===== src/design/mh_pkg.sv =====
package mh_pkg;

	localparam int ANGLE_STEPS = 16;
	localparam int TABLE_LEN   = 24;
	localparam int STEP_W      = $clog2(TABLE_LEN);
	localparam int MAG_W       = 16;
	localparam int VEC_SHIFT   = 20;
	localparam int VEC_W       = MAG_W + VEC_SHIFT + 2;
	localparam int ATAN_W      = 22;
	localparam int ANG_W       = 26;
	localparam int OUT_SHIFT   = 10;
	localparam int HEADING_W   = 15;

	localparam logic [HEADING_W-1:0] HEADING_MAX = 15'd23039;

	localparam logic signed [ANG_W-1:0] DEG_90  = 26'sd5898240;
	localparam logic signed [ANG_W-1:0] DEG_180 = 26'sd11796480;
	localparam logic signed [ANG_W-1:0] DEG_360 = 26'sd23592960;

	typedef logic signed [VEC_W-1:0] vec_word_t;
	typedef logic signed [ANG_W-1:0] ang_t;

	typedef struct packed {
		vec_word_t x;
		vec_word_t y;
		ang_t      z;
	} cordic_t;

	typedef struct packed {
		logic [MAG_W-1:0] x_mag;
		logic [MAG_W-1:0] y_mag;
		logic             x_neg;
		logic             y_neg;
	} axis_t;

	// atan(2^-i) in units of 2^-16 degree
	function automatic logic [ATAN_W-1:0] atan_entry(input logic [STEP_W-1:0] idx);
		logic [ATAN_W-1:0] r;
		case (idx)
			5'd0:    r = 22'd2949120;
			5'd1:    r = 22'd1740967;
			5'd2:    r = 22'd919879;
			5'd3:    r = 22'd466945;
			5'd4:    r = 22'd234379;
			5'd5:    r = 22'd117304;
			5'd6:    r = 22'd58666;
			5'd7:    r = 22'd29335;
			5'd8:    r = 22'd14668;
			5'd9:    r = 22'd7334;
			5'd10:   r = 22'd3667;
			5'd11:   r = 22'd1833;
			5'd12:   r = 22'd917;
			5'd13:   r = 22'd458;
			5'd14:   r = 22'd229;
			5'd15:   r = 22'd115;
			5'd16:   r = 22'd57;
			5'd17:   r = 22'd29;
			5'd18:   r = 22'd14;
			5'd19:   r = 22'd7;
			5'd20:   r = 22'd4;
			5'd21:   r = 22'd2;
			5'd22:   r = 22'd1;
			default: r = 22'd0;
		endcase
		return r;
	endfunction

	// arithmetic right shift that truncates toward zero
	function automatic vec_word_t shr_trunc(input vec_word_t v, input logic [STEP_W-1:0] s);
		logic [VEC_W-1:0] mag;
		logic [VEC_W-1:0] sh;
		mag = v[VEC_W-1] ? VEC_W'(-v) : VEC_W'(v);
		sh  = mag >> s;
		return v[VEC_W-1] ? -vec_word_t'(sh) : vec_word_t'(sh);
	endfunction

endpackage


===== src/design/mh_post.sv =====
module mh_post
	import mh_pkg::*;
(
	input  logic                 clk,
	input  logic                 arst_n,
	input  logic                 up_valid,
	output logic                 up_stall,
	input  cordic_t              up_vec,
	input  axis_t                up_side,
	output logic                 out_valid,
	input  logic                 out_stall,
	output logic [HEADING_W-1:0] heading,
	output logic [MAG_W-1:0]     x_magnitude,
	output logic                 x_negative,
	output logic [MAG_W-1:0]     y_magnitude,
	output logic                 y_negative,
	output logic                 no_field
);

	logic                 valid_q;
	logic [HEADING_W-1:0] heading_q;
	axis_t                side_q;
	logic                 none_q;
	logic                 load;
	logic                 none;
	ang_t                 theta;
	ang_t                 full;
	logic [ANG_W-1:0]     shifted;
	logic [HEADING_W-1:0] head_nxt;

	assign load     = !valid_q || !out_stall;
	assign up_stall = !load;

	always_comb begin
		none = (up_side.x_mag == '0) && (up_side.y_mag == '0);
		if (up_side.y_mag == '0) begin
			theta = '0;
		end else if (up_side.x_mag == '0) begin
			theta = DEG_90;
		end else if (up_vec.z < 0) begin
			theta = '0;
		end else if (up_vec.z > DEG_90) begin
			theta = DEG_90;
		end else begin
			theta = up_vec.z;
		end

		case ({up_side.x_neg, up_side.y_neg})
			2'b00:   full = theta;
			2'b10:   full = DEG_180 - theta;
			2'b11:   full = DEG_180 + theta;
			default: full = DEG_360 - theta;
		endcase

		if (full < 0) begin
			full = '0;
		end
		shifted = ANG_W'(full) >> OUT_SHIFT;
		if (none) begin
			head_nxt = '0;
		end else if (shifted > ANG_W'(HEADING_MAX)) begin
			head_nxt = HEADING_MAX;
		end else begin
			head_nxt = shifted[HEADING_W-1:0];
		end
	end

	always_ff @(posedge clk or negedge arst_n) begin
		if (!arst_n) begin
			valid_q <= 1'b0;
		end else if (load) begin
			valid_q <= up_valid;
		end
	end

	always_ff @(posedge clk) begin
		if (load && up_valid) begin
			heading_q <= head_nxt;
			side_q    <= up_side;
			none_q    <= none;
		end
	end

	assign out_valid   = valid_q;
	assign heading     = heading_q;
	assign x_magnitude = side_q.x_mag;
	assign x_negative  = side_q.x_neg;
	assign y_magnitude = side_q.y_mag;
	assign y_negative  = side_q.y_neg;
	assign no_field    = none_q;

endmodule


===== config.mk =====
export PLATFORM = sky130hd
export DESIGN_NAME = mh_post
export DESIGN_NICKNAME = d
export VERILOG_FILES = /design/src/design/mh_pkg.sv /design/src/design/mh_post.sv
export SDC_FILE = /design/constraint.sdc
export NUM_CORES = 1
export LEC_CHECK = 0
export ABC_CLOCK_PERIOD_IN_PS = 3050
export BUFFER_PORTS_ARGS = -buffer_cell sky130_fd_sc_hd__buf_2
export CAP_MARGIN = 5
export CORE_MARGIN = 8
export CORE_UTILIZATION = 39
export CTS_CLUSTER_SIZE = 12
export DETAILED_ROUTE_END_ITERATION = 12
export GPL_TIMING_DRIVEN = 1
export PLACE_DENSITY = 0.78
export SETUP_SLACK_MARGIN = 0.15
export SLEW_MARGIN = 25
export SYNTH_ARGS = -nofsm -noshare
export SYNTH_HDL_FRONTEND = slang
export SYNTH_SLANG_ARGS = --single-unit

===== constraint.sdc =====
create_clock -name clk -period 3.05 [get_ports clk]
set_input_delay 0.61 -clock clk [delete_from_list [all_inputs] [get_ports clk]]
set_output_delay 0.61 -clock clk [all_outputs]
set_load 0.005 [all_outputs]

After elaboration in Yosys (flattened, before gate mapping)
Index checks and enable logic that the tools add are counted.
{ "word_totals": {"register_bits": 51, "in_bits": 140, "out_inout_bits": 52, "elab_cells": 34} }
{ "classes": {"n_addsub": 3, "order_cmp": 4, "n_eq_ne": 2, "muxes": 7, "reduce_logical": 10} }
{ "op_table": {"columns": ["op", "count"], "rows": [
  ["$mux 26", 5],
  ["$pmux 26 s3", 1],
  ["$lt 26x1->1 const B", 2],
  ["$logic_not 16->1", 2],
  ["$add 25x26->26 const A", 1],
  ["$gt 26x24->1 const B", 1],
  ["$sub 25x26->26 const A", 1],
  ["$sub 26x26->26 const A", 1],
  ["$gt 16x15->1 const B", 1],
  ["$mux 15", 1],
  ["$eq 2x2->1 const B", 2],
  ["$logic_not 1->1", 3],
  ["$logic_and 1x1->1", 2],
  ["$logic_not 2->1", 1],
  ["$reduce_or 2->1", 1],
  ["$logic_or 1x1->1", 1]
]} }

Logic depth before layout (Yosys ltp)
{ "logic_depth": {"ltp_word": 11, "depth_mapped": 15} }

Least setup slack after synthesis
OpenSTA, ideal clock, no wires.
{ "synth_timing": {"path_kind": "input to register", "startpoint": "in up_vec[25] (netlist name)", "endpoint": "reg heading_q[10] (netlist: heading[10]), data pin", "setup_time_ns": 0.190, "arrival_ns": 4.025, "required_time_ns": 2.860, "slack_ns": -1.166, "path_stages": 14, "path_cell_list": "buf_6 -> or3_1 -> or4_4 -> o21bai_4 -> nand3_1 -> ha_1 -> a21o_1 -> a21o_1 -> a211o_1 -> o21a_1 -> o31a_1 -> o311a_1 -> a31o_1 -> a2111oi_2"} }
{ "synth_via": {"elab_chain_len": 11} }
{ "synth_lines": {"columns": ["item", "line", "source"], "rows": [
  ["start: declaration", "mh_post.sv:8", "input cordic_t up_vec,"],
  ["$gt 26x24->1", "mh_post.sv:42", "end else if (up_vec.z > DEG_90) begin"],
  ["$mux 26", "mh_post.sv:42", null],
  ["$mux 26 (*)", "mh_post.sv:40", "end else if (up_vec.z < 0) begin"],
  ["$mux 26 (*)", "mh_post.sv:38", "end else if (up_side.x_mag == '0) begin"],
  ["$mux 26 (*)", "mh_post.sv:36", "if (up_side.y_mag == '0) begin"],
  ["$sub 26x26->26, or another cell as far along", "mh_post.sv:52", "default: full = DEG_360 - theta;"],
  ["$pmux 26 s3 (*)", "mh_post.sv:48", "case ({up_side.x_neg, up_side.y_neg})"],
  ["$lt 26x1->1", "mh_post.sv:55", "if (full < 0) begin"],
  ["$mux 26 (*)", "mh_post.sv:55", null],
  ["$gt 16x15->1", "mh_post.sv:61", "end else if (shifted > ANG_W'(HEADING_MAX)) begin"],
  ["$reduce_or 2->1 (no source line)", null, null],
  ["end signal: assignment", "mh_post.sv:78", "heading_q <= head_nxt;"],
  ["end: declaration", "mh_post.sv:21", "logic [HEADING_W-1:0] heading_q;"]
]} }
Mark *: on every way between the ends. The rest lies on a longest branch, timed or not.
A chain may end at the register's enable or synchronous reset.

Worst setup path in the final report
{ "layout_timing": {"startpoint": "in up_vec[24] (netlist name)", "endpoint": "reg heading_q[10] (netlist: heading[10]), data pin"} }
Same word-level chain as after synthesis.

==> results.sh <==
export IMPL_grt_overflow=0
export IMPL_core_area_um2=7650
export IMPL_drc=0
export IMPL_p_leak_nw=2.10
export IMPL_rsz0062_at_grt="yes"
export IMPL_power_density_nw_per_um2=384
export IMPL_clock_latency_ns=0.30
export IMPL_cp_required_ns=3.17
export IMPL_tns_ns=-11.48
export IMPL_dp_cells=588
export IMPL_root_buffer="clkbuf_8"
export IMPL_worst_setup_path_start_kind="input port"
export IMPL_wl_per_cell_um=17.9
export IMPL_grt_max_degree=51
export IMPL_status="finished with violations"
export IMPL_final_cell_mix="buf_2, buf_4, edfxtp_1"
export IMPL_drv_slew=0
export IMPL_synth_edf_count=50
export IMPL_die_area_um2=10900
export IMPL_diodes=0
export IMPL_grt_pass1_vias=3459
export IMPL_area_growth_pct=54.9
export IMPL_synth_cell_type_count=61
export IMPL_globalplace_congestion=0.925
export IMPL_cts_tree="yes"
export IMPL_maxSlewHeadroom_pct=60.4
export IMPL_postLayoutCoreUtil_pct=62.0
export IMPL_setup_ws_ns=-0.860
export IMPL_synthTopCellsByArea="edfxtp_1, ha_1, o21ai_0, nand2_1, nor4_1"
export IMPL_drv_cap=0
export IMPL_drt_wl_total_mm=10.8
export IMPL_finalCriticalPeriod_ns=3.91
export IMPL_routed_via_density=5.54
export IMPL_numCtsBuffers=5
export IMPL_top_layer_used="met5"
export IMPL_wl_met1_mm=4.24
export IMPL_netlist_area_um2=3060
export IMPL_crit_fanout=8
export IMPL_grtUsageTotal_pct=19.7
export IMPL_worstPathArrival_ns=4.03
export IMPL_synth_warnings=0
export IMPL_cpMostUsedCell="a21o_1"
export IMPL_critical_path_class="in -> reg"
export IMPL_initial_utilization_pct=40.0
export IMPL_fmax_mhz=256
export IMPL_final_common_cell="buf_2"
export IMPL_synth_main_ff_cell="edfxtp_1"
export IMPL_clk_pin_slew_ns=0.10
export IMPL_skew_ns=0.00773
export IMPL_hold_class="in -> async"
export IMPL_synth_top_area_share_pct=49.1
export IMPL_avgSynthCellArea_um2=10.5
export IMPL_pin_count=192
export IMPL_worstPathCellList="buf_6 > or3_4 > or4_4 > o21bai_4 > nand3_4 > ha_4 > a21o_1 > a21o_1 > a211o_1 > o21a_4 > o31a_1 > a221o_1 > and2_4 > a2111oi_4"
export IMPL_firstDrtPassIters=5
export IMPL_setup_violations_final=15
export IMPL_tightest_slew_ns=0.594
export IMPL_vias=3348
export IMPL_antenna_found_initial=1
export IMPL_nets=651
export IMPL_ir_drop_mv=0.228
export IMPL_die_h_um=105
export IMPL_critPathSlowestCell="or4_4"
export IMPL_hold_viol_final=0
export IMPL_yosysSeqAreaShare_pct=49.9
export IMPL_grt_pass1_wl_mm=17.7
export IMPL_violations="negative setup slack"
export IMPL_synth_top_area_cell="edfxtp_1"
export IMPL_postSynthCellCount=291
export IMPL_drive_above_1_share_pct=50.6
export IMPL_max_stage_delay_ns=0.56
export IMPL_dp_slack_ns=-1.29
export IMPL_ys_ff_latch=51
export IMPL_io_buffer_count=115
export IMPL_cts_htree_levels=2
export IMPL_cts_sinks=51
export IMPL_postRouteAntennaNets=0
export IMPL_dp_hpwl_mm=8.50
export IMPL_wl_met2_mm=5.34
export IMPL_wl_met3_um=961
export IMPL_finalCritPeriodShare_pct=128
export IMPL_drtIter0Drc=251
export IMPL_ys_async_sr_fraction_pct=1.96
export IMPL_cts_path_max_buffers=2
export IMPL_fp_dieW_um=105
export IMPL_num_rows=32
export IMPL_crit_path_end_kind="register"
export IMPL_final_cells=604
critical path, delay by kind of cell:
family | cells | cell delay (ns)
simple gates | 4 | 1.23
compound gates | 8 | 1.92
buf+inv | 1 | 0.09
fa+ha+maj | 1 | 0.17
final cells by class:
cell class	count	area [um^2]
fill	602	2910
tap	102	128
multi-input combinational	218	1630
timing repair buffer	209	1300
clock inverter	3	28.8
inverter	16	60.1
sequential	51	1530
clock buffer	5	68.8
synthesized netlist by cell type, types with 2 or more instances:
library cell,number
a31o_2,3
nor2b_1,3
a221oi_1,2
a21oi_1,15
o21ai_0,20
nand3_1,8
o31a_1,3
o211ai_1,2
xor2_1,2
ha_1,10
nand2_1,26
or3_1,3
nand4_1,6
o31ai_1,6
edfxtp_1,50
inv_1,16
a221o_1,4
or2_2,3
nor4_1,14
o311a_1,2
and2_1,5
nor3_1,6
clkbuf_1,5
o21ai_1,6
a2bb2oi_1,2
o21a_1,4
a211oi_1,5
and3_1,4
a21o_1,3
nor2_1,15
a31oi_1,4
and4_1,5
per-layer routing:
metal  global-route usage [%]  vias to the layer above
met4                     6.93                        2
li1                         -                     1577
met2                     34.5                      169
met3                     5.47                       23
met1                     22.5                     1577
met5                        0                        -
registers in the layout, summed over array words and instances, names as in the netlist:
name,flops
y_negative,1
heading,15
x_negative,1
out_valid,1
y_magnitude,16
no_field,1
x_magnitude,16
cells by family (layout without fill, tap and decap cells):
group / Yosys count / after routing / share of synthesized area [%]
simple gates: 107 / 107 / 19.8
compound gates: 96 / 96 / 22.2
flops: 51 / 51 / 49.9
buf+inv: 23 / 233 / 3.11
fa+ha+maj: 10 / 10 / 4.09
xor+xnor: 3 / 3 / 0.859
other cells: 1 / 2 / 0.123
timing repair:
action	CTS	global route
gates cloned	0	0
resized for setup	19	7
hold buffers	0	0
pin swaps	11	4
setup endpoints to repair	15	15
buffers inserted	8	0
path summary, 6_finish.rpt:
kind	startpoint	end	slack [ns]	cells after the start
setup / recovery	up_vec[24]	heading[10]	-0.86	14
hold / removal	arst_n	out_valid	0.07	1
setup reg to reg	out_valid	y_magnitude[9]	1.49	3
hold reg to reg	out_valid	out_valid	0.71	2
max in group asynchronous	arst_n	out_valid	2.90	1
min in group clk	up_side[12]	y_magnitude[10]	0.49	1
metrics by stage:
step / power (mW) / hold WS [ns] / instance area (um^2)
after floorplan: 1.11 / 0.314 / 3120
after global placement: 1.35 / 0.385 / 4440
after detailed placement: 1.36 / 0.386 / 4440
after CTS: 1.81 / 0.0612 / 4700
after global routing: 1.91 / 0.0512 / 4740
final: 1.82 / 0.0674 / 4740
report_power, final:
part	internal [mW]	switching, mW
clock network	0.170	0.226
logic	0.281	0.301
registers	0.831	0.0110
total	1.28	0.538
(Power assumes the default switching activity.)
