<file path="src/design/mh_pkg.sv">
package mh_pkg;

	localparam int ANGLE_STEPS = 16;
	localparam int TABLE_LEN   = 24;
	localparam int STEP_W      = $clog2(TABLE_LEN);
	localparam int MAG_W       = 16;
	localparam int VEC_SHIFT   = 20;
	localparam int VEC_W       = MAG_W + VEC_SHIFT + 2;
	localparam int ATAN_W      = 22;
	localparam int ANG_W       = 26;
	localparam int OUT_SHIFT   = 10;
	localparam int HEADING_W   = 15;

	localparam logic [HEADING_W-1:0] HEADING_MAX = 15'd23039;

	localparam logic signed [ANG_W-1:0] DEG_90  = 26'sd5898240;
	localparam logic signed [ANG_W-1:0] DEG_180 = 26'sd11796480;
	localparam logic signed [ANG_W-1:0] DEG_360 = 26'sd23592960;

	typedef logic signed [VEC_W-1:0] vec_word_t;
	typedef logic signed [ANG_W-1:0] ang_t;

	typedef struct packed {
		vec_word_t x;
		vec_word_t y;
		ang_t      z;
	} cordic_t;

	typedef struct packed {
		logic [MAG_W-1:0] x_mag;
		logic [MAG_W-1:0] y_mag;
		logic             x_neg;
		logic             y_neg;
	} axis_t;

	// atan(2^-i) in units of 2^-16 degree
	function automatic logic [ATAN_W-1:0] atan_entry(input logic [STEP_W-1:0] idx);
		logic [ATAN_W-1:0] r;
		case (idx)
			5'd0:    r = 22'd2949120;
			5'd1:    r = 22'd1740967;
			5'd2:    r = 22'd919879;
			5'd3:    r = 22'd466945;
			5'd4:    r = 22'd234379;
			5'd5:    r = 22'd117304;
			5'd6:    r = 22'd58666;
			5'd7:    r = 22'd29335;
			5'd8:    r = 22'd14668;
			5'd9:    r = 22'd7334;
			5'd10:   r = 22'd3667;
			5'd11:   r = 22'd1833;
			5'd12:   r = 22'd917;
			5'd13:   r = 22'd458;
			5'd14:   r = 22'd229;
			5'd15:   r = 22'd115;
			5'd16:   r = 22'd57;
			5'd17:   r = 22'd29;
			5'd18:   r = 22'd14;
			5'd19:   r = 22'd7;
			5'd20:   r = 22'd4;
			5'd21:   r = 22'd2;
			5'd22:   r = 22'd1;
			default: r = 22'd0;
		endcase
		return r;
	endfunction

	// arithmetic right shift that truncates toward zero
	function automatic vec_word_t shr_trunc(input vec_word_t v, input logic [STEP_W-1:0] s);
		logic [VEC_W-1:0] mag;
		logic [VEC_W-1:0] sh;
		mag = v[VEC_W-1] ? VEC_W'(-v) : VEC_W'(v);
		sh  = mag >> s;
		return v[VEC_W-1] ? -vec_word_t'(sh) : vec_word_t'(sh);
	endfunction

endpackage

</file>
<file path="src/design/mh_cell.sv">
module mh_cell
	import mh_pkg::*;
(
	input  logic              clk,
	input  logic              arst_n,
	input  logic [STEP_W-1:0] step_idx,
	input  logic              up_valid,
	output logic              up_stall,
	input  cordic_t           up_vec,
	input  axis_t             up_side,
	output logic              dn_valid,
	input  logic              dn_stall,
	output cordic_t           dn_vec,
	output axis_t             dn_side
);

	logic      valid_q;
	cordic_t   vec_q;
	axis_t     side_q;
	cordic_t   vec_nxt;
	vec_word_t xs;
	vec_word_t ys;
	ang_t      step_ang;
	logic      load;

	assign load     = !valid_q || !dn_stall;
	assign up_stall = !load;

	always_comb begin
		xs       = shr_trunc(up_vec.x, step_idx);
		ys       = shr_trunc(up_vec.y, step_idx);
		step_ang = ang_t'(atan_entry(step_idx));
		if (!up_vec.y[VEC_W-1]) begin
			vec_nxt.x = up_vec.x + ys;
			vec_nxt.y = up_vec.y - xs;
			vec_nxt.z = up_vec.z + step_ang;
		end else begin
			vec_nxt.x = up_vec.x - ys;
			vec_nxt.y = up_vec.y + xs;
			vec_nxt.z = up_vec.z - step_ang;
		end
	end

	always_ff @(posedge clk or negedge arst_n) begin
		if (!arst_n) begin
			valid_q <= 1'b0;
		end else if (load) begin
			valid_q <= up_valid;
		end
	end

	always_ff @(posedge clk) begin
		if (load && up_valid) begin
			vec_q  <= vec_nxt;
			side_q <= up_side;
		end
	end

	assign dn_valid = valid_q;
	assign dn_vec   = vec_q;
	assign dn_side  = side_q;

endmodule

</file>
<file path="config.mk">
export PLATFORM = sky130hd
export DESIGN_NAME = mh_cell
export DESIGN_NICKNAME = d
export VERILOG_FILES = /design/src/design/mh_pkg.sv /design/src/design/mh_cell.sv
export SDC_FILE = /design/constraint.sdc
export NUM_CORES = 1
export LEC_CHECK = 0
export BUFFER_PORTS_ARGS = -buffer_cell sky130_fd_sc_hd__buf_2
export CELL_PAD_IN_SITES_DETAIL_PLACEMENT = 0
export CELL_PAD_IN_SITES_GLOBAL_PLACEMENT = 1
export CORE_MARGIN = 2
export CORE_UTILIZATION = 46
export CTS_BUF_LIST = sky130_fd_sc_hd__clkbuf_8
export DETAILED_ROUTE_END_ITERATION = 6
export PLACE_DENSITY = 0.81
export RECOVER_POWER = 100
export SLEW_MARGIN = 15
export SYNTH_ARGS = -nofsm -noshare
export SYNTH_HDL_FRONTEND = slang
export SYNTH_SLANG_ARGS = --single-unit
export TNS_END_PERCENT = 50
</file>
<file path="constraint.sdc">
create_clock -name clk -period 9.8 [get_ports clk]
set_input_delay 0.98 -clock clk [delete_from_list [all_inputs] [get_ports clk]]
set_output_delay 0.98 -clock clk [all_outputs]
set_load 0.03 [all_outputs]
</file>
## Yosys cells after proc, flatten, opt, wreduce, memory -nomap -nowiden

Memories as Yosys holds them, arrays and structs flattened.
Cells that the tools add are included.

- Flip-flop bits (word level): 137
- ROM bits: 704
- Input bits: 145
- Output and inout port bits: 138
- Logic and storage cells: 31
- Memories: 1

- $add $sub $neg: 10
- Shift operators: 2
- Multiplexer cells: 5
- Reductions and logical operators: 5

Memories:

| name | words | bits a word | read ports | clocked after Yosys merged registers in | write ports | RTL line | source |
|---|---|---|---|---|---|---|---|
| (name not given) | 32 | 22 | 1 | 0 | 0 | mh_pkg.sv:39 | `case (idx)` |

Operator list:

| operator | count |
|---|---|
| two-way mux 38 bit | 4 |
| negator 38 bit | 4 |
| two-way mux 102 bit | 1 |
| adder 38 bit | 2 |
| right shift 38 x 5 -> 38 bit | 2 |
| subtractor 38 bit | 2 |
| adder 26 x 23 -> 26 bit | 1 |
| subtractor 26 x 23 -> 26 bit | 1 |
| logical NOT 1 bit | 3 |
| logical AND 1 bit | 1 |
| logical OR 1 bit | 1 |

## Logic depth before layout (Yosys ltp)

- Depth in word-level cells: 7
- Gate-level depth with buffers: 41
- Depth with buffers taken out: 39

## Least setup slack after synthesis

No wires, ideal clock.

- Path kind: input port to flip-flop
- From: input port up_vec[64] in the netlist's numbering
- To: register vec_q, in the netlist dn_vec[63] (data pin)
- Data arrival time: 9368 ps
- Data required time: 9532 ps
- Slack: 164 ps
- Stages on the path: 40
- Path buffers: 3
- Cell sequence: clkbuf_1 inv_1 ha_1 or4b_1 clkbuf_1 o41ai_2 mux2i_1 and2_1 o221ai_1 o21ai_0 mux2i_1 a21oi_1 ha_1 o21ai_0 a211o_1 a311o_1 or4b_1 or3_1 [4 not listed] nor3_2 a21oi_1 xor2_1 ha_1 a21oi_1 nand2_1 o21ai_0 a31oi_1 a21oi_1 o21ai_0 a31oi_1 a21oi_1 and4_1 a311o_1 nor4_1 a211oi_1 a211oi_1 xnor3_1

RTL lines:

| item | RTL line | source |
|---|---|---|
| start: declaration | mh_cell.sv:9 | `input cordic_t up_vec,` |
| end signal: assignment | mh_cell.sv:54 | `vec_q <= vec_nxt;` |
| end: declaration | mh_cell.sv:18 | `cordic_t vec_q;` |

==> results <==
- The run finished, with violations left.
- The final reports fail on max-capacitance violations, max-slew violations.
- The wire length of the first global-routing pass is 176000 um.
- TritonCTS built the clock tree.
- Setup repair after global routing could not meet its margin everywhere.
- The count of buffers added on input and output ports is 282.
- For this design, the sink count on the clock tree is 137.
- The transition time of the tightest slew-check pin is 4.12 ns.
- The number of global-route vias before repair is 28800.
- Entering global routing, the biggest net connects 84 pins.
- The floorplan step set the die height to 235 um.
- The path depth of the worst reg2reg path is 3.
- The commonest non-fill, non-tap cell in the layout is sky130_fd_sc_hd__buf_4.
- In the global route stage, overall resource usage came out at 0.412.
- The cell leakage power is 0.0111 uW.
- The cts-stage hold buffer count is 0.
- The worst-case IR drop observed on VDD is 0.114 mV.
- The clock reaches the later pin of the worst-skew pair after 0.53 ns.
- The tool flagged a number of max-cap violations equal to 3.
- The count of warnings emitted by yosys is 0.
- The internal reg-to-reg setup slack is 4.37 ns.
- The area of placed instances is 0.0286 mm2.
- The data required time at the worst endpoint is 10.10 ns.
- The post-layout instance area is 0.0288 mm2.
- The region available for standard cell placement spans 0.0527 mm2.
- In the layout the commonest cells are sky130_fd_sc_hd__buf_4, sky130_fd_sc_hd__nor2_1, sky130_fd_sc_hd__nand2_1, sky130_fd_sc_hd__a21oi_1, sky130_fd_sc_hd__xnor2_1.
- The path category of the worst min-delay check is in2async.
- Following the worst setup path forward leads to its endpoint at dn_vec[63].
- After synthesis, the share of flip-flops with an asynchronous set or reset is 0.00730.
- The starting density of the core is 0.465.
- For this run, the post-layout net count is 3923.
- The number of nets in the synthesized netlist is 3505.
- The overall die area is 0.0551 mm2.
- The share of layout cells above drive strength 1 is 0.185.
- The total wire length after detailed routing is 120000 um.
- The final weighted congestion in routability-driven placement is 1.09.
- The largest fanout on the critical path is 5.
- The total count of hold-check failures in the final report was 0.
- The routed wirelength normalized by instance count is 27.4 um.
- In this run, distinct cell masters in the synthesized netlist total 117.
- In this run the worst setup path begins at up_vec[64].
- In the routed design, unresolved DRC markers number 0.
- Counting the buffers created by CTS gives 17.
- The worst register-to-register path ends at dn_vec[72].
- The total overflow left after global routing is 0.
- The area growth from synthesis to layout is 17.7%.
- Subtracting the final worst setup slack from the clock period gives 9.38 ns.
- The launch point of the worst reg-to-reg path is dn_valid.
- The worst setup path is of the in2reg kind.
- Data on the critical path arrives at its endpoint at 9.68 ns.
- The number of antenna violations at the first check in global routing was 10.
- The post-detailed-route via-to-cell ratio is 6.95.
- For this run, the slowest stage of the critical path takes 0.59 ns.
- The post-CTS setup-driven buffer insertion count is 0.
- In this run, synthesis inferred 136 flip-flops with an integrated enable.
- The average instance area after synthesis is 7.55 um2.
- Measured on the finished design, the core utilization comes to 0.548.
- The slowest stage of the critical path belongs to the cell sky130_fd_sc_hd__or4b_1.
- The clock arrives with 0.0168 ns of skew.
- The HPWL after detailed placement is 94900 um.
- The H-tree depth is 4.
- The post-CTS clock slew at the launch and capture registers of the worst setup and hold paths is 0.10 ns.
- For this run, the register share of the synthesized area comes to 0.168.
- After synthesis the netlist holds a flip-flop and latch count of 137.
- Dividing the final minimum period by the clock period gives 0.957.
- The root buffer cell is sky130_fd_sc_hd__clkbuf_8.
- The maximum root-to-sink buffer count is 2.
- The kind of launch point of the worst setup path is a primary input.
- The total count of max-transition violations in the final report is 141.
- The number of filler instances in the final layout is 5210.
- The most used flip-flop cell after synthesis is sky130_fd_sc_hd__edfxtp_1.
- The total setup violations reported at the end of the flow is 0.
- Measured against its own limit, the worst slew margin works out to -1.75.
- The overall die width is 235 um.
- Timing would allow up to 107 MHz.
- 283 I/O pins were placed.
- The power per cell area is 125 mW/mm2.
- The cell area after synthesis is 0.0245 mm2.
- In this run the core area contains 84 standard-cell rows.
- The number of vias after detailed routing is 30400.
- The cell count after synthesis came out at 3243.
- The first TritonRoute pass finished after 7 iterations.
- The count of antenna-violating nets left after detailed routing is 0.
- The kind of end point of the critical path is a register.
- The detailed router finished its first iteration with 4085 violations.
==> how the worst min path moves through the flow <==
stage	end	from	depth (start not counted)
floorplan	dn_valid	arst_n	0
global placement	dn_valid	dn_valid	2
detailed placement	dn_valid	dn_valid	2
CTS	dn_valid	arst_n	1
global route	dn_valid	arst_n	1
finish	dn_valid	arst_n	1
==> layout make-up <==
cell class / count / area (um2) / area share
multi-input combinational: 2784 / 19100 / 0.664
clock buffer: 17 / 234 / 0.00811
clock inverter: 15 / 169 / 0.00586
timing repair buffer: 647 / 4040 / 0.140
sequential: 137 / 4110 / 0.142
tap: 688 / 861 / 0.0299
antenna: 4 / 10.0 / 0.000347
inverter: 74 / 278 / 0.00963
==> synthesized netlist by cell type (28+ instances only) <==
library cell,count,area [um2]
sky130_fd_sc_hd__xor2_1,86,753
sky130_fd_sc_hd__o211ai_1,38,285
sky130_fd_sc_hd__inv_1,71,267
sky130_fd_sc_hd__nand2b_1,43,269
sky130_fd_sc_hd__edfxtp_1,136,4080
sky130_fd_sc_hd__o21ai_0,153,766
sky130_fd_sc_hd__and2_1,44,275
sky130_fd_sc_hd__a21oi_1,196,981
sky130_fd_sc_hd__nor4_1,62,388
sky130_fd_sc_hd__nor2_1,309,1160
sky130_fd_sc_hd__or4_1,31,233
sky130_fd_sc_hd__or2_2,30,188
sky130_fd_sc_hd__buf_2,32,160
sky130_fd_sc_hd__nor3_1,113,566
sky130_fd_sc_hd__a31oi_1,53,332
sky130_fd_sc_hd__or3_1,47,294
sky130_fd_sc_hd__nand4_1,57,357
sky130_fd_sc_hd__and3_1,47,294
sky130_fd_sc_hd__nand3_1,111,556
sky130_fd_sc_hd__o22ai_1,36,225
sky130_fd_sc_hd__nor2b_1,42,263
sky130_fd_sc_hd__nand2_1,241,905
sky130_fd_sc_hd__a211oi_1,38,285
sky130_fd_sc_hd__buf_1,38,143
sky130_fd_sc_hd__ha_1,114,1430
sky130_fd_sc_hd__o32ai_1,28,245
sky130_fd_sc_hd__mux2i_1,62,621
sky130_fd_sc_hd__a21o_1,45,338
sky130_fd_sc_hd__clkbuf_1,175,657
sky130_fd_sc_hd__xnor2_1,163,1430
sky130_fd_sc_hd__mux2_2,31,349
sky130_fd_sc_hd__o31ai_1,37,278
==> critical path, delay by kind of cell <==
family / cells / cell delay [ns]
compound gates: 17 / 3.18
simple gates: 10 / 3.30
buf+inv: 3 / 0.42
mux: 2 / 0.47
fa+ha+maj: 2 / 0.47
xor+xnor: 3 / 0.84
==> where the power goes <==
part | internal (uW) | switching [uW]
clock | 231 | 272
sequential | 798 | 27.7
combinational | 817 | 1460
==> repair_timing <==
action | in CTS | in global routing
hold endpoints to repair | 0 | 0
endpoints found under the setup margin | 0 | 2
gates resized for setup | 0 | 3
==> stage by stage <==
stage	TNS, ns	hold slack, ns	std cells	power (uW)	setup WS, ns
final	0	0.203	4366	3600	0.418
after detailed placement	-0.0250	0.718	4330	3060	-0.0250
after CTS	0	0.163	4362	3560	0.546
after global routing	-0.00912	0.168	4363	3770	-0.00912
after floorplan	0	0.684	3243	2260	0.164
after global placement	0	0.658	4330	3020	0.0586
==> registers in the layout, indices dropped and copies added (netlist names) <==
register and count:
dn_side 34, dn_vec 102, dn_valid 1
==> layer usage <==
| layer | routed length, um | part of all wire | track usage |
|---|---|---|---|
| met1 | 46900 | 0.39 | 0.520 |
| met2 | 52700 | 0.44 | 0.646 |
| met3 | 14000 | 0.12 | 0.117 |
| met4 | 5870 | 0.049 | 0.195 |
| met5 | 68 | 0.00057 | 0 |
==> cell families (layout without fill, tap and decap cells) <==
| group | Yosys count | count (layout) | synth area share |
|---|---|---|---|
| AOI/OAI and AO/OA | 1026 | 1026 | 0.302 |
| xor gates and xnor gates | 251 | 251 | 0.0906 |
| adders and majority gates | 117 | 117 | 0.0607 |
| buffers and inverters | 322 | 753 | 0.0516 |
| DFF | 137 | 137 | 0.168 |
| muxes | 106 | 106 | 0.0515 |
| other | 0 | 4 | 0 |
| and+or+nand+nor | 1284 | 1284 | 0.276 |
No activity file was read; power rests on OpenSTA's default activity.
