==> src/design/mh_pkg.sv <==
package mh_pkg;

	localparam int ANGLE_STEPS = 16;
	localparam int TABLE_LEN   = 24;
	localparam int STEP_W      = $clog2(TABLE_LEN);
	localparam int MAG_W       = 16;
	localparam int VEC_SHIFT   = 20;
	localparam int VEC_W       = MAG_W + VEC_SHIFT + 2;
	localparam int ATAN_W      = 22;
	localparam int ANG_W       = 26;
	localparam int OUT_SHIFT   = 10;
	localparam int HEADING_W   = 15;

	localparam logic [HEADING_W-1:0] HEADING_MAX = 15'd23039;

	localparam logic signed [ANG_W-1:0] DEG_90  = 26'sd5898240;
	localparam logic signed [ANG_W-1:0] DEG_180 = 26'sd11796480;
	localparam logic signed [ANG_W-1:0] DEG_360 = 26'sd23592960;

	typedef logic signed [VEC_W-1:0] vec_word_t;
	typedef logic signed [ANG_W-1:0] ang_t;

	typedef struct packed {
		vec_word_t x;
		vec_word_t y;
		ang_t      z;
	} cordic_t;

	typedef struct packed {
		logic [MAG_W-1:0] x_mag;
		logic [MAG_W-1:0] y_mag;
		logic             x_neg;
		logic             y_neg;
	} axis_t;

	// atan(2^-i) in units of 2^-16 degree
	function automatic logic [ATAN_W-1:0] atan_entry(input logic [STEP_W-1:0] idx);
		logic [ATAN_W-1:0] r;
		case (idx)
			5'd0:    r = 22'd2949120;
			5'd1:    r = 22'd1740967;
			5'd2:    r = 22'd919879;
			5'd3:    r = 22'd466945;
			5'd4:    r = 22'd234379;
			5'd5:    r = 22'd117304;
			5'd6:    r = 22'd58666;
			5'd7:    r = 22'd29335;
			5'd8:    r = 22'd14668;
			5'd9:    r = 22'd7334;
			5'd10:   r = 22'd3667;
			5'd11:   r = 22'd1833;
			5'd12:   r = 22'd917;
			5'd13:   r = 22'd458;
			5'd14:   r = 22'd229;
			5'd15:   r = 22'd115;
			5'd16:   r = 22'd57;
			5'd17:   r = 22'd29;
			5'd18:   r = 22'd14;
			5'd19:   r = 22'd7;
			5'd20:   r = 22'd4;
			5'd21:   r = 22'd2;
			5'd22:   r = 22'd1;
			default: r = 22'd0;
		endcase
		return r;
	endfunction

	// arithmetic right shift that truncates toward zero
	function automatic vec_word_t shr_trunc(input vec_word_t v, input logic [STEP_W-1:0] s);
		logic [VEC_W-1:0] mag;
		logic [VEC_W-1:0] sh;
		mag = v[VEC_W-1] ? VEC_W'(-v) : VEC_W'(v);
		sh  = mag >> s;
		return v[VEC_W-1] ? -vec_word_t'(sh) : vec_word_t'(sh);
	endfunction

endpackage

==> src/design/mh_prep.sv <==
module mh_prep
	import mh_pkg::*;
(
	input  logic [7:0] x_high_byte,
	input  logic [7:0] x_low_byte,
	input  logic [7:0] y_high_byte,
	input  logic [7:0] y_low_byte,
	output cordic_t    vec,
	output axis_t      side
);

	logic [MAG_W-1:0] xv;
	logic [MAG_W-1:0] yv;
	logic [MAG_W-1:0] ax;
	logic [MAG_W-1:0] ay;

	always_comb begin
		xv = {x_high_byte, x_low_byte};
		yv = {y_high_byte, y_low_byte};
		ax = xv[MAG_W-1] ? (~xv + 1'b1) : xv;
		ay = yv[MAG_W-1] ? (~yv + 1'b1) : yv;

		side.x_mag = ax;
		side.y_mag = ay;
		side.x_neg = xv[MAG_W-1];
		side.y_neg = yv[MAG_W-1];

		vec.x = vec_word_t'({2'b00, ax, {VEC_SHIFT{1'b0}}});
		vec.y = vec_word_t'({2'b00, ay, {VEC_SHIFT{1'b0}}});
		vec.z = '0;
	end

endmodule

==> config.mk <==
export PLATFORM = sky130hd
export DESIGN_NAME = mh_prep
export DESIGN_NICKNAME = d
export VERILOG_FILES = /design/src/design/mh_pkg.sv /design/src/design/mh_prep.sv
export SDC_FILE = /design/constraint.sdc
export NUM_CORES = 1
export LEC_CHECK = 0
export BUFFER_PORTS_ARGS = -buffer_cell sky130_fd_sc_hd__buf_2
export CORE_MARGIN = 1.5
export CORE_UTILIZATION = 39
export DETAILED_ROUTE_END_ITERATION = 8
export GPL_TIMING_DRIVEN = 0
export PLACE_DENSITY = 0.93
export SYNTH_ARGS = -nofsm -noshare
export SYNTH_HDL_FRONTEND = slang
export SYNTH_SLANG_ARGS = --single-unit
==> constraint.sdc <==
create_clock -name vclk -period 4
set_input_delay 0.2 -clock vclk [all_inputs]
set_output_delay 0.2 -clock vclk [all_outputs]
set_load 0.01 [all_outputs]
Word-level counts from Yosys, hierarchy flattened
Index checks and enable logic that the tools add are counted.

Flip-flop bits (word level): 0. Output and inout bits: 136. Word-level logic and storage cells: 6.

Add/sub/neg operators: 2. Multiplexer cells: 2. Bitwise operators: 2.

Operators by type and width (number): 16-bit by 1-bit adder with 16-bit output (second input constant) (2); 16-bit two-way mux (2); 16-bit NOT (2).

Logic depth before layout (Yosys ltp)
Gate-level depths: netlist of run 1.

Word-level depth: 3. Depth in mapped cells: 6. Gate-level depth less buffers: 5.

Worst setup path before layout of run 1
No wires, ideal clock.

Kind: input to output. Start point: input port y_high_byte[2]. End point: output port vec[61] in the netlist's numbering. Data arrival time: 1.702 ns. Data required time: 3.800 ns. Path slack: 2.098 ns. Stages: 4. Buffers on the path: 1. Cell sequence: or4_4 or4b_1 nor4_2 buf_4.

RTL lines: start: declaration (RTL line mh_prep.sv:6) `input logic [7:0] y_high_byte,`; end: declaration (RTL line mh_prep.sv:8) `output cordic_t vec,`.

==> results of run 1 <==
## tightest hold or removal path, stage by stage
cell and delay [ns]:
buf_2 0.10, nor3_1 0.06, buf_2 0.13
## per-layer routing
metal,routed length [microns],vias up
met4,27,0
met1,1227,732
met2,2129,99
li1,-,820
met3,388,5
met5,0,-
## final cells by class
type / instances / area, sq um
inverter: 7 / 26.28
fill: 313 / 1361
tap: 48 / 60.06
buffer: 109 / 814.5
timing repair buffer: 98 / 490.5
multi-input combinational: 149 / 908.4
## how the worst max path moves through the flow
| stage | startpoint | endpoint | slack (ns) | cells past startpoint |
|---|---|---|---|---|
| floorplan | y_high_byte[2] | vec[61] | 2.10 | 4 |
| global placement | y_low_byte[0] | vec[58] | 1.98 | 8 |
| detailed placement | y_low_byte[0] | vec[58] | 1.93 | 8 |
| CTS | y_low_byte[0] | vec[58] | 1.93 | 8 |
| global route | x_high_byte[0] | vec[97] | 1.80 | 6 |
| finish | y_low_byte[0] | vec[60] | 1.96 | 8 |
## through the flow
step / hold slack (ns) / power (W)
global placement: 0.6796 / 0.0003106
CTS: 0.6918 / 0.0003164
floorplan: 0.4623 / 0.0002172
global route: 0.7097 / 0.0003452
detailed placement: 0.6918 / 0.0003154
finish: 0.6943 / 0.0003184
## layout by cell type (no fill, tap or decap), types with 3 or more instances in the layout
cell	n
xor2_1	8
or2_2	3
o21ai_0	4
buf_2	98
buf_4	106
nand2_1	3
o31ai_1	5
o41ai_2	5
a41oi_1	3
xnor2_1	18
inv_1	6
a31oi_1	3
nor3_1	3
nor2_1	4
conb_1	70
## cells in the mapped netlist (2+ instances only)
library cell	number	area [sq um]
xor2_1	8	70.07
nor2_1	4	15.01
a41oi_1	3	26.28
nor4_2	2	25.02
buf_4	106	795.8
a31oi_1	3	18.77
or4b_1	2	20.02
ha_1	2	25.02
o41ai_2	5	81.33
nor4_1	2	12.51
a21oi_1	2	10.01
xnor2_1	18	157.7
or2_2	3	18.77
o31ai_1	5	37.54
or4_4	2	22.52
o41ai_1	2	17.52
inv_1	6	22.52
nor3_1	3	15.01
nand2_1	3	11.26
o21ai_0	4	20.02
## cell families after synthesis
| logic type | Yosys count |
|---|---|
| other | 1 |
| AND/OR/NAND/NOR | 25 |
| buffers and inverters | 116 |
| XOR/XNOR | 26 |
| AO/OA/AOI/OAI | 26 |
| adder cells (fa/ha/maj) | 2 |
## where the power goes
group | switching, W | internal [W] | total [W] | leakage [nW]
Sequential | 0 | 0 | 0 | 0
Clock | 0 | 0 | 0 | 0
Combinational | 0.000156 | 0.000162 | 0.000318 | 1.40
==> out/qor.csv, run 1 <==
metric,value,unit
outcome,"complete, no violations",
"Slew Viols, Final",0,
initial antenna violation count,0,
"Setup violations, final",0,
grt met1 use,15.52,%
FF+latch count,0,
Post-Synth XOR/XNOR Area,15.28,%
most frequent cell on the critical path,buf_2,
crit-path max FO,4,
dpl cells,411,
Final Hold Fails,0,
ANT cells,0,
setup_tns,0,ns
Lkg Pwr,1.399,nW
multiplexer share of the synthesized area,0,%
Congestion Overflow GR,0,
Final #Nets,399,
upper clock frequency limit,489.2,MHz
minimum clock period,2.044,ns
Starting Density,40.70,%
post-CTS sizing,0,
clk_buf instances,0,
WP data required,3.80,ns
simple-gate area share of the yosys netlist,11.17,%
"Design Area, Final",0.002300,sq mm
CP Class,input pin to output port,
Placed Area,0.002300,sq mm
global-route wire length before repair,5561,microns
port bufs,98,
CP Capture Type,output port,
Tcrit/Tclk final,51.11,%
hold worst-path end,side[33],
Mapped Area,0.001490,sq mm
vias,1656,
compound-gate portion of the synthesized area,15.20,%
Final Non-Filler Cells,411,
Hold Crit Depth,3,
HPWL Detailed,3438,microns
unrepaired setup endpoints after global routing,false,
largest net degree at the start of global routing,11,
vias in the first global route,1324,
final core utilization,62.82,%
hold_sp,x_high_byte[6],
Slew HR,46.33,%
worst-margin pin slew,0.7978,ns
post-route setup slack,1.956,ns
Routed Wire Length,3773,microns
Vias per Instance,4.029,
Max VDD drop,0.07559,mV
average cell area after synthesis,7.603,sq um
crit start category,input pin,
layout cells sized above 1,59.78,%
Place WS,1.931,ns
std cell rows,22,
DR WL/cell,9.180,microns
Worst Path Arrival,1.84,ns
Top Usage Layer GRT,met2,
die width,64.82,microns
Post-CTS Setup Bufs,0,
top cell family by delay on the critical path,simple AND/OR/NAND/NOR gates,
Synth warnings,0,
CP cell instances,buf_2 -> inv_1 -> ha_1 -> or4b_1 -> o41ai_2 -> xnor2_1 -> buf_4 -> buf_2,
adder-cell area share of the yosys netlist,1.679,%
register area,0,sq um
M3 GR Usage,2.257,%
Mapped Cells,196,
Max Cap Violations,0,
core footprint,0.003661,sq mm
CP peak stage delay,0.52,ns
die footprint,0.004201,sq mm
CTS hold repair buffers,0,
Critical path buffers and inverters,4,
met2 Resource Use GR,33.51,%
Worst path slowest cell,or4b_1,
Hold Path Class,input pin to output port,
Layout area overhead,54.32,%
Pwr Density,138.4,mW/mm^2
DR iter-0 viols,58,
die height,64.82,microns
DRC viols,0,
ANT nets after route,0,
Detailed Routing Iterations Pass 1,4,
Final Wtd Congestion,0.7685,
# IOs,168,
"Distinct cells, synth",31,
"Seq/Total Area, Yosys",0,%
gr usage total,15.51,%
combinational family with the most area after synthesis,buffers and inverters,
Note: power is estimated with default switching activity, not from simulation.
==> run 2: changes to the inputs <==
CORE_UTILIZATION = 36   (was 39)
PLACE_DENSITY = 0.87   (was 0.93)
clock period = 2 ns   (was 4 ns; I/O delays follow)
==> run 2 against run 1 <==
Non-clock buffer count stayed put; first-iteration DRC count fell by 33%; utilization fell by 5.3 points; critical path type unchanged; largest power group unchanged.
==> out/qor.csv, run 2 (synthesis gave the netlist of run 1 again) <==
metric,value,unit
layout cells sized above 1,59.78,%
Psw,0.0003079,W
minimum clock period,1.861,ns
"commonest non-fill, non-tap cell in the layout",buf_4,
port bufs,98,
# IOs,168,
setup_tns,0,ns
Congestion Overflow GR,0,
"Slew Viols, Final",0,
upper clock frequency limit,537.4,MHz
CP Capture Type,output port,
Seq pwr share,0,%
Max VDD drop,0.1856,mV
Tcrit/Tclk final,93.04,%
ANT cells,0,
FF+latch count,0,
post-route setup slack,0.1392,ns
hold_sp,x_high_byte[6],
worst-margin pin slew,0.7636,ns
core footprint,0.004000,sq mm
Fillers,389,
DR iter-0 viols,39,
Detailed Routing Iterations Pass 1,4,
Final Wtd Congestion,0.8051,
final core utilization,57.55,%
global-route wire length before repair,5126,microns
DR WL/cell,8.799,microns
die footprint,0.004535,sq mm
area taken by multi-input logic gates,908.4,sq um
register area,0,sq um
Slew HR,48.62,%
Place WS,0.1257,ns
clk_buf instances,0,
Hold Path Class,input pin to output port,
gr usage total,13.61,%
Routed Wire Length,3634,microns
largest net degree at the start of global routing,11,
P_int,0.0003247,W
vias in the first global route,1312,
Post-CTS Setup Bufs,0,
Final Hold Fails,0,
combinational power share,100.0,%
WP data required,1.90,ns
most frequent cells in the layout,"106 x buf_4, 98 x buf_2, 70 x conb_1",
Vias per Instance,3.864,
crit-path max FO,4,
CP Class,input pin to output port,
met2 WL,2060,microns
DRC viols,0,
HPWL Detailed,3409,microns
vias,1596,
Hold Crit Depth,3,
Pwr Density,274.8,mW/mm^2
Starting Density,37.25,%
crit start category,input pin,
Clock Power Share,0,%
ANT nets after route,0,
Final #Nets,399,
post-CTS sizing,0,
Lkg Pwr,1.399,nW
outcome,"complete, no violations",
Max Cap Violations,0,
Total Power Consumption,0.0006326,W
unrepaired setup endpoints after global routing,false,
hold worst-path end,side[33],
initial antenna violation count,0,
die height,67.34,microns
CTS hold repair buffers,0,
Worst Path Arrival,1.76,ns
switching part of the total,48.67,%
Layout area overhead,54.49,%
Max Used Layer,met4,
die width,67.34,microns
std cell rows,23,
Metal-1 WL,1232,microns
"Setup violations, final",0,
Met3 Wirelength,323,microns
-- run 2: cell counts in the layout (fill, tap and decap cells not counted) --
No cell type changed its count.
-- run 2: worst max path at each step --
| stage | endpoint | slack, ns | depth (start not counted) | from |
|---|---|---|---|---|
| CTS | vec[60] | 0.12 | 8 | y_low_byte[0] |
| global placement | vec[61] | 0.15 | 6 | y_high_byte[2] |
| detailed placement | vec[60] | 0.13 | 8 | y_low_byte[0] |
| floorplan | vec[61] | 0.30 | 4 | y_high_byte[2] |
| global route | vec[58] | 0.03 | 8 | y_low_byte[0] |
| finish | vec[60] | 0.14 | 8 | y_low_byte[0] |
-- run 2: metrics by stage --
step | cell area (sq um) | instances | hold WS [ns]
floorplan | 1749 | 265 | 0.2623
detailed placement | 2302 | 413 | 0.4834
global placement | 2302 | 413 | 0.4818
finish | 2302 | 413 | 0.4819
global route | 2302 | 413 | 0.4937
CTS | 2302 | 413 | 0.4835
-- run 2: final cells by class --
class	count	share of cell area [%]
multi-input combinational	149	39.46
inverter	7	1.141
buffer	109	35.38
timing repair buffer	98	21.30
tap	50	2.717
-- run 2: critical path, stage by stage --
cell,delay [ns]
buf_2,0.12
inv_1,0.06
ha_1,0.15
or4b_1,0.53
o41ai_2,0.36
xnor2_1,0.18
buf_4,0.13
buf_2,0.12
-- run 2: power groups by stage --
| stage | clock [W] | combinational, W | sequential (W) |
|---|---|---|---|
| finish | 0 | 0.000633 | 0 |
| global route | 0 | 0.000698 | 0 |
| CTS | 0 | 0.000630 | 0 |
| detailed placement | 0 | 0.000629 | 0 |
| global placement | 0 | 0.000620 | 0 |
| floorplan | 0 | 0.000434 | 0 |
-- run 2: layer usage --
metal | vias up | global-route usage [%]
met3 | 2 | 0.5000
met1 | 677 | 14.38
met2 | 91 | 29.95
met4 | 0 | 0.7653
met5 | - | 0
li1 | 826 | -
==> run 3: changes to the inputs <==
RECOVER_POWER = 25   (was not set)
TNS_END_PERCENT = 50   (was not set)
==> run 3 against run 2 <==
Setup slack got worse by 0.0035 ns; fmax decreased by 0.19%; first-iteration DRC count decreased by 2.6%; wire length decreased by 0.17%; hold slack about the same; non-clock buffer count unchanged; design area decreased by 0.76%; sequential share of layout area unchanged; clock-buffer cell count unchanged; final cell count unchanged; global-route usage unchanged; utilization decreased by 0.44 points; largest cell class unchanged.
==> out/qor.csv, run 3 (synthesis gave the netlist of run 1 again) <==
metric,value,unit
Post-CTS Setup Bufs,0,
Routed Wire Length,3628,microns
HPWL Detailed,3409,microns
register area,0,sq um
Fillers,399,
Vias per Instance,3.852,
crit-path max FO,4,
# IOs,168,
FF+latch count,0,
Total Power Consumption,0.0006264,W
combinational power share,100.0,%
M3 GR Usage,0.5000,%
post-CTS sizing,0,
Lkg Pwr,1.360,nW
Worst Path Arrival,1.76,ns
Psw,0.0003088,W
DR WL/cell,8.785,microns
CP Class,input pin to output port,
Congestion Overflow GR,0,
die width,67.34,microns
Pwr Density,274.2,mW/mm^2
Layout area overhead,53.32,%
ANT nets after route,0,
vias in the first global route,1312,
largest net degree at the start of global routing,11,
outcome,"complete, no violations",
port bufs,98,
most frequent cells in the layout,"105 x buf_4, 84 x buf_2, 70 x conb_1",
Final Hold Fails,0,
Starting Density,37.25,%
final hold slack,0.4817,ns
ANT cells,0,
Placed Area,0.002302,sq mm
gr usage total,13.61,%
dpl cells,413,
minimum clock period,1.864,ns
DR iter-0 viols,38,
Tcrit/Tclk final,93.22,%
die footprint,0.004535,sq mm
layout cells sized above 1,55.92,%
CTS hold repair buffers,0,
core footprint,0.004000,sq mm
"commonest non-fill, non-tap cell in the layout",buf_4,
Final Wtd Congestion,0.8051,
Max VDD drop,0.1852,mV
met2 Resource Use GR,29.95,%
switching part of the total,49.29,%
WP data required,1.90,ns
die height,67.34,microns
initial antenna violation count,0,
crit start category,input pin,
hold_sp,x_high_byte[6],
Final #Nets,399,
Hold Path Class,input pin to output port,
"Setup violations, final",0,
P_int,0.0003177,W
clk_buf instances,0,
vias,1591,
Final Non-Filler Cells,413,
grt met1 use,14.38,%
setup_tns,0,ns
Hold Crit Depth,3,
"Slew Viols, Final",0,
worst-margin pin slew,0.7619,ns
hold worst-path end,side[33],
unrepaired setup endpoints after global routing,false,
std cell rows,23,
Detailed Routing Iterations Pass 1,4,
Max Cap Violations,0,
Seq pwr share,0,%
global-route wire length before repair,5126,microns
"Design Area, Final",0.002285,sq mm
DRC viols,0,
Slew HR,48.74,%
Top Usage Layer GRT,met2,
CP Capture Type,output port,
Clock Power Share,0,%
area taken by multi-input logic gates,908.4,sq um
upper clock frequency limit,536.4,MHz
==> run 3: changes by cell type in the layout (fill, tap and decap cells not counted) <==
cell,delta
buf_2,-14
buf_4,-1
buf_1,-1
clkbuf_4,+1
clkbuf_1,+15
==> run 3: per-layer routing <==
metal,routed length (microns),vias up
met3,313,2
met4,19,0
li1,-,825
met2,2051,89
met5,0,-
met1,1244,675
==> run 3: worst max path at each step <==
stage,endpoint,cells past startpoint,startpoint
floorplan,vec[61],4,y_high_byte[2]
detailed placement,vec[60],8,y_low_byte[0]
finish,vec[60],8,y_low_byte[0]
CTS,vec[60],8,y_low_byte[0]
global placement,vec[61],6,y_high_byte[2]
global route,vec[58],8,y_low_byte[0]
==> run 3: area by class of cell <==
type | instances | share of cell area [%]
Tap cell | 50 | 2.738
Multi-Input combinational cell | 149 | 39.76
Inverter | 7 | 1.150
Buffer | 109 | 35.65
Timing Repair Buffer | 98 | 20.70
==> run 3: power groups by stage <==
stage	clock network [W]	logic (W)	registers (W)
after floorplan	0	0.000434	0
after global placement	0	0.000620	0
after detailed placement	0	0.000629	0
after CTS	0	0.000630	0
after global routing	0	0.000691	0
final	0	0.000626	0
==> run 3: metrics by stage <==
step	util (%)	setup slack, ns
2_1_floorplan	-	0.2977
3_3_place_gp	57.55	0.1545
3_5_place_dp	57.55	0.1257
4_1_cts	57.55	0.1245
5_1_grt	57.12	0.03345
6_report	57.12	0.1357
==> run 3: critical path, stage by stage <==
cell     delay, ns
buf_2         0.12
inv_1         0.06
ha_1          0.15
or4b_1        0.53
o41ai_2       0.36
xnor2_1       0.18
buf_4         0.13
buf_2         0.12
